[src/hw/rtl/ght_pkg.sv]
`timescale 1ns / 1ps
// ----------------------------------------------------------------------------
// ght_pkg
// Shared codes, field widths and record layout of the generational handle
// table.
// ----------------------------------------------------------------------------
package ght_pkg;

  localparam int unsigned ActionW   = 3;
  localparam int unsigned SlotW     = 6;
  localparam int unsigned GenW      = 16;
  localparam int unsigned DimW      = 16;
  localparam int unsigned UsageW    = 2;
  localparam int unsigned StatusW   = 3;
  localparam int unsigned WidthOutW = 14;
  localparam int unsigned PitchW    = 16;
  localparam int unsigned LiveW     = 7;

  localparam int unsigned InDataW  = 64;
  localparam int unsigned OutDataW = 80;

  localparam logic [DimW-1:0] MaxWidth    = 16'd8192;
  localparam int unsigned     PitchShift  = 2;

  typedef enum logic [ActionW-1:0] {
    ACT_CREATE  = 3'd0,
    ACT_DESTROY = 3'd1,
    ACT_CHECK   = 3'd2,
    ACT_SIZE    = 3'd3,
    ACT_TARGET  = 3'd4
  } action_e;

  typedef enum logic [StatusW-1:0] {
    ST_OK        = 3'd0,
    ST_BAD_ARG   = 3'd1,
    ST_FULL      = 3'd2,
    ST_STALE     = 3'd3,
    ST_WRONG_USE = 3'd4
  } status_e;

  typedef enum logic [UsageW-1:0] {
    USE_STATIC    = 2'd0,
    USE_STREAMING = 2'd1,
    USE_TARGET    = 2'd2,
    USE_ANY       = 2'd3
  } usage_e;

  typedef enum logic [1:0] {
    FSM_CLEAR = 2'd0,
    FSM_IDLE  = 2'd1,
    FSM_EXEC  = 2'd2
  } fsm_e;

  typedef struct packed {
    logic [UsageW-1:0]    usage;
    logic [WidthOutW-1:0] width;
    logic [DimW-1:0]      height;
  } rec_t;

endpackage

[src/hw/rtl/ght_free_finder.sv]
`timescale 1ns / 1ps
// ----------------------------------------------------------------------------
// ght_free_finder
// Registered lowest-free-slot encoder. It tracks the next value of the alive
// vector so that its answer always matches the alive flops.
// ----------------------------------------------------------------------------
module ght_free_finder #(
  parameter int unsigned SLOTS = 64
) (
  input  logic                       clk_i,
  input  logic                       rst_ni,
  input  logic [SLOTS-1:0]           alive_d_i,
  output logic                       free_any_o,
  output logic [$clog2(SLOTS)-1:0]   free_idx_o
);

  localparam int unsigned SlotIdxW = $clog2(SLOTS);

  logic                free_any_d, free_any_q;
  logic [SlotIdxW-1:0] free_idx_d, free_idx_q;

  always_comb begin
    free_any_d = 1'b0;
    free_idx_d = '0;
    for (int i = SLOTS - 1; i >= 0; i--) begin
      if (!alive_d_i[i]) begin
        free_any_d = 1'b1;
        free_idx_d = SlotIdxW'(i);
      end
    end
  end

  always_ff @(posedge clk_i or negedge rst_ni) begin
    if (!rst_ni) begin
      free_any_q <= 1'b1;
      free_idx_q <= '0;
    end else begin
      free_any_q <= free_any_d;
      free_idx_q <= free_idx_d;
    end
  end

  assign free_any_o = free_any_q;
  assign free_idx_o = free_idx_q;

endmodule

[src/hw/rtl/generational_handle_table_unit.sv]
`timescale 1ns / 1ps
// ----------------------------------------------------------------------------
// generational_handle_table_unit
// Slot table of texture records with per-slot generation counters.
// Flow: an item is taken in while the table is idle, which registers the record
// and generation memory reads; the execute state then checks it, writes back and
// loads the output register, waiting while that register holds an unaccepted result.
// The input stays closed until then, so items are taken one at a time.
// Reset: after reset the generation memory is cleared, one entry per cycle, over
// all SLOTS entries, during which no item is accepted.
// ----------------------------------------------------------------------------
module generational_handle_table_unit
  import ght_pkg::*;
#(
  parameter int unsigned SLOTS    = 64,
  parameter int unsigned GEN_BITS = 16
) (
  input  logic                clk_i,
  input  logic                rst_ni,
  input  logic                s_axis_tvalid,
  output logic                s_axis_tready,
  // handle_is_empty, handle_slot, handle_generation, new_width, new_height,
  // new_usage, required_usage, zero pad
  input  logic [InDataW-1:0]  s_axis_tdata,
  // action
  input  logic [ActionW-1:0]  s_axis_tuser,
  output logic                m_axis_tvalid,
  input  logic                m_axis_tready,
  // status, slot_out, generation_out, width_out, height_out, row_pitch,
  // live_count, target_set, zero pad
  output logic [OutDataW-1:0] m_axis_tdata
);

  localparam int unsigned SlotIdxW = $clog2(SLOTS);
  localparam int unsigned CntW     = $clog2(SLOTS + 1);
  localparam int unsigned GenCmpW  = (GEN_BITS > GenW) ? GEN_BITS : GenW;
  localparam int unsigned SlotExtW = (SlotIdxW > SlotW) ? SlotIdxW : SlotW;
  localparam int unsigned CntExtW  = (CntW > LiveW) ? CntW : LiveW;

  // Input unpacking.
  logic              in_empty;
  logic [SlotW-1:0]  in_slot;
  logic [GenW-1:0]   in_gen;
  logic [DimW-1:0]   in_w, in_h;
  logic [UsageW-1:0] in_usage, in_need;

  assign in_empty = s_axis_tdata[0];
  assign in_slot  = s_axis_tdata[6:1];
  assign in_gen   = s_axis_tdata[22:7];
  assign in_w     = s_axis_tdata[38:23];
  assign in_h     = s_axis_tdata[54:39];
  assign in_usage = s_axis_tdata[56:55];
  assign in_need  = s_axis_tdata[58:57];

  // Control state.
  fsm_e                state_q, state_d;
  logic [SlotIdxW-1:0] clr_cnt_q, clr_cnt_d;
  logic [SLOTS-1:0]    alive_q, alive_d;
  logic [CntW-1:0]     count_q, count_d;
  logic                target_q, target_d;
  logic                out_valid_q, out_valid_d;

  // Captured item.
  action_e             act_q;
  logic                empty_q, in_range_q, free_any_cap_q;
  logic [GenW-1:0]     hgen_q;
  logic [DimW-1:0]     w_q, h_q;
  logic [UsageW-1:0]   usage_q, need_q;
  logic [SlotIdxW-1:0] idx_q;

  // Memories.
  logic [GEN_BITS-1:0] gen_mem [SLOTS];
  rec_t                rec_mem [SLOTS];
  logic [GEN_BITS-1:0] gen_rd_q;
  rec_t                rec_rd_q;

  logic                free_any;
  logic [SlotIdxW-1:0] free_idx;
  logic [SlotExtW-1:0] hslot_ext;
  logic [SlotIdxW-1:0] hslot_idx, rd_addr;
  logic                accept, commit;

  // Execute-stage outcome.
  logic                gen_we, rec_we;
  logic [GEN_BITS-1:0] gen_wdata;
  logic [SlotIdxW-1:0] wr_addr;
  rec_t                rec_wdata;
  status_e             status;
  logic [SlotW-1:0]    slot_o;
  logic [GenW-1:0]     gen_o;
  logic [WidthOutW-1:0] width_o;
  logic [DimW-1:0]     height_o;
  logic [PitchW-1:0]   pitch_o;
  logic [OutDataW-1:0] out_data_q, out_data_d;

  logic                handle_ok, size_bad;
  logic [GEN_BITS-1:0] gen_first, gen_next;
  logic [GenCmpW-1:0]  gen_first_ext;
  logic [SlotExtW-1:0] idx_ext;
  logic [CntExtW-1:0]  cnt_ext;

  ght_free_finder #(
    .SLOTS(SLOTS)
  ) u_free (
    .clk_i      (clk_i),
    .rst_ni     (rst_ni),
    .alive_d_i  (alive_d),
    .free_any_o (free_any),
    .free_idx_o (free_idx)
  );

  assign hslot_ext = SlotExtW'(in_slot);
  assign hslot_idx = hslot_ext[SlotIdxW-1:0];
  assign accept    = s_axis_tvalid && s_axis_tready;
  assign commit    = (state_q == FSM_EXEC) && (!out_valid_q || m_axis_tready);
  assign rd_addr   = (action_e'(s_axis_tuser) == ACT_CREATE) ? free_idx : hslot_idx;

  // Next state.
  always_comb begin
    state_d   = state_q;
    clr_cnt_d = clr_cnt_q;
    case (state_q)
      FSM_CLEAR: begin
        clr_cnt_d = clr_cnt_q + 1'b1;
        if (clr_cnt_q == SlotIdxW'(SLOTS - 1)) begin
          state_d = FSM_IDLE;
        end
      end
      FSM_IDLE: begin
        if (accept) begin
          state_d = FSM_EXEC;
        end
      end
      FSM_EXEC: begin
        if (commit) begin
          state_d = FSM_IDLE;
        end
      end
      default: state_d = FSM_CLEAR;
    endcase
  end

  // Item evaluation on the registered memory reads.
  assign handle_ok = !empty_q && in_range_q && alive_q[idx_q] &&
                     (GenCmpW'(gen_rd_q) == GenCmpW'(hgen_q));
  assign size_bad  = (w_q == '0) || (h_q == '0) || (w_q > MaxWidth) ||
                     (usage_e'(usage_q) == USE_ANY);
  assign gen_first = (gen_rd_q == '0) ? GEN_BITS'(1) : gen_rd_q;
  assign gen_next  = ((gen_rd_q + 1'b1) == '0) ? GEN_BITS'(1) : gen_rd_q + 1'b1;
  assign gen_first_ext = GenCmpW'(gen_first);
  assign idx_ext   = SlotExtW'(idx_q);

  always_comb begin
    alive_d   = alive_q;
    count_d   = count_q;
    target_d  = target_q;
    gen_we    = 1'b0;
    rec_we    = 1'b0;
    gen_wdata = '0;
    wr_addr   = idx_q;
    rec_wdata.usage  = usage_q;
    rec_wdata.width  = w_q[WidthOutW-1:0];
    rec_wdata.height = h_q;
    status    = ST_OK;
    slot_o    = '0;
    gen_o     = '0;
    width_o   = '0;
    height_o  = '0;
    pitch_o   = '0;
    if (state_q == FSM_CLEAR) begin
      gen_we  = 1'b1;
      wr_addr = clr_cnt_q;
    end else if (commit) begin
      case (act_q)
        ACT_CREATE: begin
          if (size_bad) begin
            status = ST_BAD_ARG;
          end else if (!free_any_cap_q) begin
            status = ST_FULL;
          end else begin
            gen_we         = 1'b1;
            gen_wdata      = gen_first;
            rec_we         = 1'b1;
            alive_d[idx_q] = 1'b1;
            count_d        = count_q + 1'b1;
            slot_o         = idx_ext[SlotW-1:0];
            gen_o          = gen_first_ext[GenW-1:0];
            if (usage_e'(usage_q) == USE_STREAMING) begin
              pitch_o = PitchW'(w_q[WidthOutW-1:0]) << PitchShift;
            end
          end
        end
        ACT_DESTROY: begin
          if (!handle_ok) begin
            status = ST_STALE;
          end else begin
            gen_we         = 1'b1;
            gen_wdata      = gen_next;
            alive_d[idx_q] = 1'b0;
            count_d        = count_q - 1'b1;
          end
        end
        ACT_CHECK: begin
          if (!handle_ok) begin
            status = ST_STALE;
          end else if ((usage_e'(need_q) != USE_ANY) && (need_q != rec_rd_q.usage)) begin
            status = ST_WRONG_USE;
          end else if (usage_e'(rec_rd_q.usage) == USE_STREAMING) begin
            pitch_o = PitchW'(rec_rd_q.width) << PitchShift;
          end
        end
        ACT_SIZE: begin
          if (!handle_ok) begin
            status = ST_STALE;
          end else begin
            width_o  = rec_rd_q.width;
            height_o = rec_rd_q.height;
          end
        end
        ACT_TARGET: begin
          if (empty_q) begin
            target_d = 1'b0;
          end else if (!handle_ok) begin
            status = ST_STALE;
          end else if (usage_e'(rec_rd_q.usage) != USE_TARGET) begin
            status = ST_WRONG_USE;
          end else begin
            target_d = 1'b1;
          end
        end
        default: status = ST_BAD_ARG;
      endcase
    end
  end

  assign cnt_ext = CntExtW'(count_d);

  // Output register: a finished item waits here while the next is taken in.
  always_comb begin
    out_valid_d = out_valid_q;
    out_data_d  = out_data_q;
    if (out_valid_q && m_axis_tready) begin
      out_valid_d = 1'b0;
    end
    if (commit) begin
      out_valid_d = 1'b1;
      out_data_d  = {1'b0, target_d, cnt_ext[LiveW-1:0], pitch_o, height_o, width_o,
                     gen_o, slot_o, status};
    end
  end

  always_ff @(posedge clk_i or negedge rst_ni) begin
    if (!rst_ni) begin
      state_q     <= FSM_CLEAR;
      clr_cnt_q   <= '0;
      alive_q     <= '0;
      count_q     <= '0;
      target_q    <= 1'b0;
      out_valid_q <= 1'b0;
    end else begin
      state_q     <= state_d;
      clr_cnt_q   <= clr_cnt_d;
      alive_q     <= alive_d;
      count_q     <= count_d;
      target_q    <= target_d;
      out_valid_q <= out_valid_d;
    end
  end

  always_ff @(posedge clk_i) begin
    out_data_q <= out_data_d;
    if (accept) begin
      act_q          <= action_e'(s_axis_tuser);
      empty_q        <= in_empty;
      in_range_q     <= 32'(in_slot) < 32'(SLOTS);
      free_any_cap_q <= free_any;
      hgen_q         <= in_gen;
      w_q            <= in_w;
      h_q            <= in_h;
      usage_q        <= in_usage;
      need_q         <= in_need;
      idx_q          <= rd_addr;
    end
  end

  // Generation memory.
  always_ff @(posedge clk_i) begin
    if (gen_we) begin
      gen_mem[wr_addr] <= gen_wdata;
    end
    if (accept) begin
      gen_rd_q <= gen_mem[rd_addr];
    end
  end

  // Record memory.
  always_ff @(posedge clk_i) begin
    if (rec_we) begin
      rec_mem[wr_addr] <= rec_wdata;
    end
    if (accept) begin
      rec_rd_q <= rec_mem[rd_addr];
    end
  end

  assign s_axis_tready = (state_q == FSM_IDLE);
  assign m_axis_tvalid = out_valid_q;
  assign m_axis_tdata  = out_data_q;

endmodule

[config.mk]
export PLATFORM = sky130hd
export DESIGN_NAME = generational_handle_table_unit
export DESIGN_NICKNAME = d
export VERILOG_FILES = /design/src/hw/rtl/ght_pkg.sv /design/src/hw/rtl/ght_free_finder.sv /design/src/hw/rtl/generational_handle_table_unit.sv
export SDC_FILE = /design/constraint.sdc
export NUM_CORES = 2
export LEC_CHECK = 0
export ABC_AREA = 1
export BUFFER_PORTS_ARGS = -buffer_cell sky130_fd_sc_hd__buf_2
export CAP_MARGIN = 20
export CORE_MARGIN = 2
export CORE_UTILIZATION = 56
export CTS_CLUSTER_DIAMETER = 40
export DETAILED_ROUTE_END_ITERATION = 12
export PLACE_DENSITY = 0.72
export REMOVE_ABC_BUFFERS = 1
export SYNTH_ARGS = -nofsm -noshare
export SYNTH_HDL_FRONTEND = slang
export SYNTH_HIERARCHICAL = 1
export SYNTH_SLANG_ARGS = --single-unit
[constraint.sdc]
create_clock -name clk_i -period 9.9 [get_ports clk_i]
set_input_delay 1.98 -clock clk_i [delete_from_list [all_inputs] [get_ports clk_i]]
set_output_delay 1.98 -clock clk_i [all_outputs]
set_load 0.02 [all_outputs]
== Word-level counts from Yosys, hierarchy flattened ==
Memories as Yosys holds them, arrays and structs flattened. A register that Yosys moved wholly into a read port is not among the register bits.
Cells that the tools add are included.
Storage, ports and cells
  memories kept: 2
  input port bits: 71
  word-level logic and storage cells: 276
  bits in writable memories: 3072
  flip-flop bits (word level): 230
Cells by class
  equality and inequality tests: 17
  add/sub/neg operators: 4
  mux-type cells: 195
  $lt $le $gt $ge: 3
  reductions and logical operators: 26
  bitwise operators: 7
Memories
  rec_mem: depth 64, bits a word 32, read ports 1, clocked after memory_dff 1, wr ports 1, line generational_handle_table_unit.sv:73  | rec_t rec_mem [SLOTS];
  gen_mem: depth 64, bits a word 16, read ports 1, clocked after memory_dff 1, wr ports 1, line generational_handle_table_unit.sv:72  | logic [GEN_BITS-1:0] gen_mem [SLOTS];
Operators with widths (number)
  $mux 6: 66
  $mux 64: 5
  $mux 16: 13
  $pmux 64 s2: 1
  $mux 1: 86
  $and 64x64->64: 1
  $logic_not 16->1: 4
  $not 64->64: 1
  $or 64x64->64: 1
  $pmux 16 s2: 2
  $mux 7: 5
  $add 16x1->16 const B: 1
  $eq 16x16->1: 1
  $gt 16x14->1 const B: 1
  $mux 3: 5
  $pmux 7 s2: 1
  $mux 2: 6
  $pmux 3 s4: 1
  $ne 2x2->1 const B: 4
  $add 7x1->7 const B: 1
  $logic_and 1x1->1: 7
  $lt 6x7->1 const B: 1
  $sub 7x1->7 const B: 1
  $add 6x1->6 const B: 1
  other kinds (23): 36

== Longest topological paths before layout ==
  depth after elaboration: 74
  mapped depth: 79
  gate-level depth less buffers: 77

== By module ==
Netlist, hierarchy kept.
By module, submodules not included
  generational_handle_table_unit: instances 1, area an instance 137873.5 sq um, cells each 11948
  ght_free_finder: instances 1, area an instance 882.1 sq um, cells each 174

== Least setup slack after synthesis ==
OpenSTA, ideal clock, no wires.
  kind: input-to-reg
  from: in m_axis_tready
  to: reg u_free.free_idx_q[0] (netlist: u_free/free_idx_o[0])
  path buffers: 2
  stages on the path: 70
  arrival time: 7894 ps
  slack: 1933 ps
  library setup time: 73 ps
  path through: nor2_1 > inv_1 > nand2_1 > inv_1 > clkbuf_1 > clkbuf_1 > nand2_1 > nand2_1 > nand2_1 > nand2_1 > nand2_1 > nand2_1 > nand2_1 > nand2_1 > nand2_1 > nand2_1 > nand2_1 > nand2_1 > [... 34 more ...] > nand2_1 > nand2_1 > nand2_1 > nand2_1 > nand2_1 > nand2_1 > nand2_1 > nand2_1 > nand2_1 > nand2_1 > nand2_1 > nand2_1 > nand2_1 > nand2_1 > nand2_1 > nand2_1 > nand2_1 > a21oi_2
RTL lines
  from (decl): line generational_handle_table_unit.sv:28  | input logic m_axis_tready,
  $logic_or 1x1->1: line generational_handle_table_unit.sv:115  | assign commit = (state_q == FSM_EXEC) && (!out_valid_q || m_axis_tready);
  $logic_and 1x1->1: line generational_handle_table_unit.sv:115
  named net commit: line generational_handle_table_unit.sv:81  | logic accept, commit;
  $mux 64: line generational_handle_table_unit.sv:173  | end else if (commit) begin
  $mux 64: line generational_handle_table_unit.sv:170  | if (state_q == FSM_CLEAR) begin
  named net alive_d[62]: line generational_handle_table_unit.sv:58  | logic [SLOTS-1:0] alive_q, alive_d;
  $mux 6 (63 in a row): line ght_free_finder.sv:26  | if (!alive_d_i[i]) begin
  named net u_free.free_idx_d[0]: line ght_free_finder.sv:20  | logic [SlotIdxW-1:0] free_idx_d, free_idx_q;
  to (signal assigned): line ght_free_finder.sv:39  | free_idx_q <= free_idx_d;
  to (decl): line ght_free_finder.sv:20
The timed path passes the listed nets, and every way through them passes these cells.
A chain may end at the register's enable or synchronous reset.

== Final worst setup path ==
  from: reg h_q[4]
  to: reg u_free.free_idx_q[0] (netlist: u_free/free_idx_o[0])
RTL lines
  from (decl): line generational_handle_table_unit.sv:67  | logic [DimW-1:0] w_q, h_q;
  from (signal assigned): line generational_handle_table_unit.sv:279  | h_q <= in_h;
  $logic_not 16->1: line generational_handle_table_unit.sv:146  | assign size_bad = (w_q == '0) || (h_q == '0) || (w_q > MaxWidth) ||
  $logic_or 1x1->1 (3 in a row): line generational_handle_table_unit.sv:146
  $mux 64: line generational_handle_table_unit.sv:176  | if (size_bad) begin
  $pmux 64 s2: line generational_handle_table_unit.sv:174  | case (act_q)
  $mux 64: line generational_handle_table_unit.sv:173
  $mux 64: line generational_handle_table_unit.sv:170
  named net alive_d[61]: line generational_handle_table_unit.sv:58
  $mux 6 (62 in a row): line ght_free_finder.sv:26
  named net u_free.free_idx_d[0]: line ght_free_finder.sv:20
The timed path passes the listed nets, and every way through them passes these cells.

==> metrics.md <==
| Metric | Value |
|---|---|
| Pleak | `56.0 nW` |
| Final TNS setup | `0 ps` |
| GRT Total Usage | `31.8%` |
| Initial Util | `56.4%` |
| Wire length of the first global-routing pass | `593000 microns` |
| IO Pins | `153` |
| Worst min path class | `register to register` |
| Area of placed instances | `143000 sq um` |
| Post-synthesis register bit count | `3348` |
| Max_slew headroom | `6.85%` |
| Initial antenna violation count | `13` |
| Synth area leader | `edfxtp_1` |
| Wire per inst | `25.6 microns` |
| Die W | `502 microns` |
| CP Capture Type | `register` |
| # fillers | `17543` |
| DRT antenna net count | `0` |
| Max-Cap Viols | `0` |
| Clk_lat worst skew | `1020 ps` |
| Placed cell count | `15069` |
| Most frequent cells in the layout | `3350 x nand2_1, 3260 x edfxtp_1, 2018 x nand3_1, 907 x o21ai_0, 609 x nor2_1` |
| Drt via density | `6.18` |
| Synth area leaders | `edfxtp_1 71%, nand2_1 9.1%, nand3_1 7.3%, o21ai_0 3.3%, nor2_1 1.8%` |
| CORE AREA | `246000 sq um` |
| Critical Path RT | `10720 ps` |
| Final Wtd Congestion | `0.877` |
| Share of cells above drive strength 1 | `10.0%` |
| Clk buf depth | `4` |
| Final Slew Violations | `0` |
| Worst-Margin Slew | `1400 ps` |
| CP most frequent cell | `nand2_1` |
| Cts repair resizes | `0` |
| Layout Cells excl Fill | `15868` |
| Power Dens Cells | `229 nW/um^2` |
| DRC errors left | `0` |
| Post-DP HPWL | `198000 microns` |
| Top cell type's share of synthesized area | `70.6%` |
| Clk_skew | `100 ps` |
| Endpoints failing hold | `0` |
| Yosys cell types | `52` |
| Sequential element share of the synthesized area | `72.1%` |
| Fmax | `136 MHz` |
| Vias in the first global route | `94165` |
| Worst VDD drop | `216 uV` |
| Via Count | `98013` |
| Post-CTS Setup Repair Bufs | `0` |
| CP Launch Type | `register` |
| CTS root buffer | `clkbuf_16` |
| RSZ-0062 raised after global routing | `false` |
| CTS tree | `built` |
| IO buf count | `144` |
| TritonRoute pass-1 iters | `9` |
| Final Setup Violations | `0` |
| Grt ovf | `0` |
| Clock sink count | `3348` |
| CP max stage cell | `buf_4` |
| Synth Instances | `12122` |
| Most common cell after layout, fill and taps aside | `nand2_1` |
| Max incr delay on CP | `740 ps` |
| Inserted Clock Buffers | `434` |
| CTS clk-pin slew, worst paths | `60 ps` |
| Ys Warns | `6` |
| Largest net degree at the start of global routing | `227` |
| Status | `finished clean` |
| Fin area | `158000 sq um` |
| CP Class | `register to register` |
| Syn avg cell area | `11.4 sq um` |
| Layout area overhead | `13.9%` |
| Site Rows | `182` |
| # H-tree levels | `5` |
| Crit Path Max Fanout | `65` |
| Worst Path Arrival | `8150 ps` |
| Hold Buf Count CTS | `0` |
| NumNets Final | `12280` |
| Total wire length | `406000 microns` |
| Die Height | `502 microns` |
| Min Tclk post-route | `7330 ps` |
| Crit share post-route | `74.0%` |
| Die Area | `252000 sq um` |
| Mapped Area | `139000 sq um` |
| Violation count after the first detailed-routing iteration | `14687` |
[worst paths after layout]
check | start | endpoint | slack [ps] | depth (start not counted)
max in group asynchronous | rst_ni | alive_q[36] | 7740 | 2
max reg2reg | h_q[4] | u_free/free_idx_o[0] | 2570 | 74
max | h_q[4] | u_free/free_idx_o[0] | 2570 | 74
min in group asynchronous | rst_ni | alive_q[52] | 980 | 1
min | h_q[6] | rec_mem[30][6] | 490 | 0
min reg2reg | h_q[6] | rec_mem[30][6] | 490 | 0
[per-layer routing]
| layer | share of wire (%) | GRT usage (%) |
|---|---|---|
| met5 | 0.010 | 0 |
| met4 | 5.9 | 17.9 |
| met3 | 13 | 7.18 |
| met2 | 45 | 48.9 |
| met1 | 36 | 42.1 |
[critical path, delay by kind of cell, from the launching register on]
family                 cells  cell delay (ps)
AOI/OAI and AO/OA          1               50
buffers and inverters      2             1290
DFF                        1              320
and+or+nand+nor           71             5450
[registers in the layout, indices dropped and copies added, names as in the netlist, 2 cells and up]
name,flops
act_q,3
alive_q,64
clr_cnt_q,6
count_q,7
gen_mem,1024
gen_rd_q,16
h_q,16
hgen_q,16
idx_ext,6
m_axis_tdata,77
need_q,2
rec_mem,2048
rec_rd_q,32
state_q,2
u_free/free_idx_o,6
usage_q,2
w_q,16
[cells by family (layout without fill, tap and decap cells)]
group / after synthesis / after routing / synth area share, %
simple gates: 6169 / 6169 / 18.8
flops: 3348 / 3348 / 72.1
compound gates: 1309 / 1309 / 5.09
buf+inv: 1264 / 1692 / 3.81
xor+xnor: 26 / 26 / 0.164
fa+ha+maj: 5 / 5 / 0.0451
other cells: 1 / 7 / 0.00270
[Yosys cell counts (all sizes together)]
cell type and count:
o22ai 145, a311oi 1, nand2 3358, a22o 1, o31ai 1, ha 5
xor2 20, conb 1, nor2 715, a21boi 1, nor3 31, o211a 1
and3 2, or2 7, a21oi 44, o21ai 998, clkbuf 400, nand3 2021
o211ai 12, dfrtp 87, edfxtp 3260, a31oi 5, buf 355, xnor2 6
a2111oi 1, nor4 5, nand4 22, and3b 1, dfstp 1, o21bai 99
inv 509, nand3b 7
[metrics by stage]
stage	power (mW)	util (%)	hold WS, ps	setup slack (ps)
after floorplan	20.0	-	463	-75040
after detailed placement	20.5	58.2	476	2810
after global placement	20.4	58.2	461	2620
final	36.1	64.2	487	2570
after CTS	36.1	64.1	486	2720
after global routing	37.1	64.2	497	1910
[report_power, final]
group	internal, mW	switching [mW]	leakage (nW)	total, mW
Combinational	0.840	2.96	19.8	3.80
Sequential	16.3	0.219	29.1	16.6
Clock	9.68	6.10	7.03	15.8
Total	26.9	9.28	56.0	36.1
[layout make-up]
class	instances	area [sq um]	area share, %
diodes	4	10.0	0.00634
clock buffers	485	11100	7.04
clock inverters	299	3500	2.22
inverters	509	1950	1.23
multi-input cells	7512	34100	21.6
flip-flops and latches	3348	100000	63.4
well taps	3312	4140	2.62
repair buffers	399	3040	1.92
Note: power is estimated with default switching activity, not from simulation.
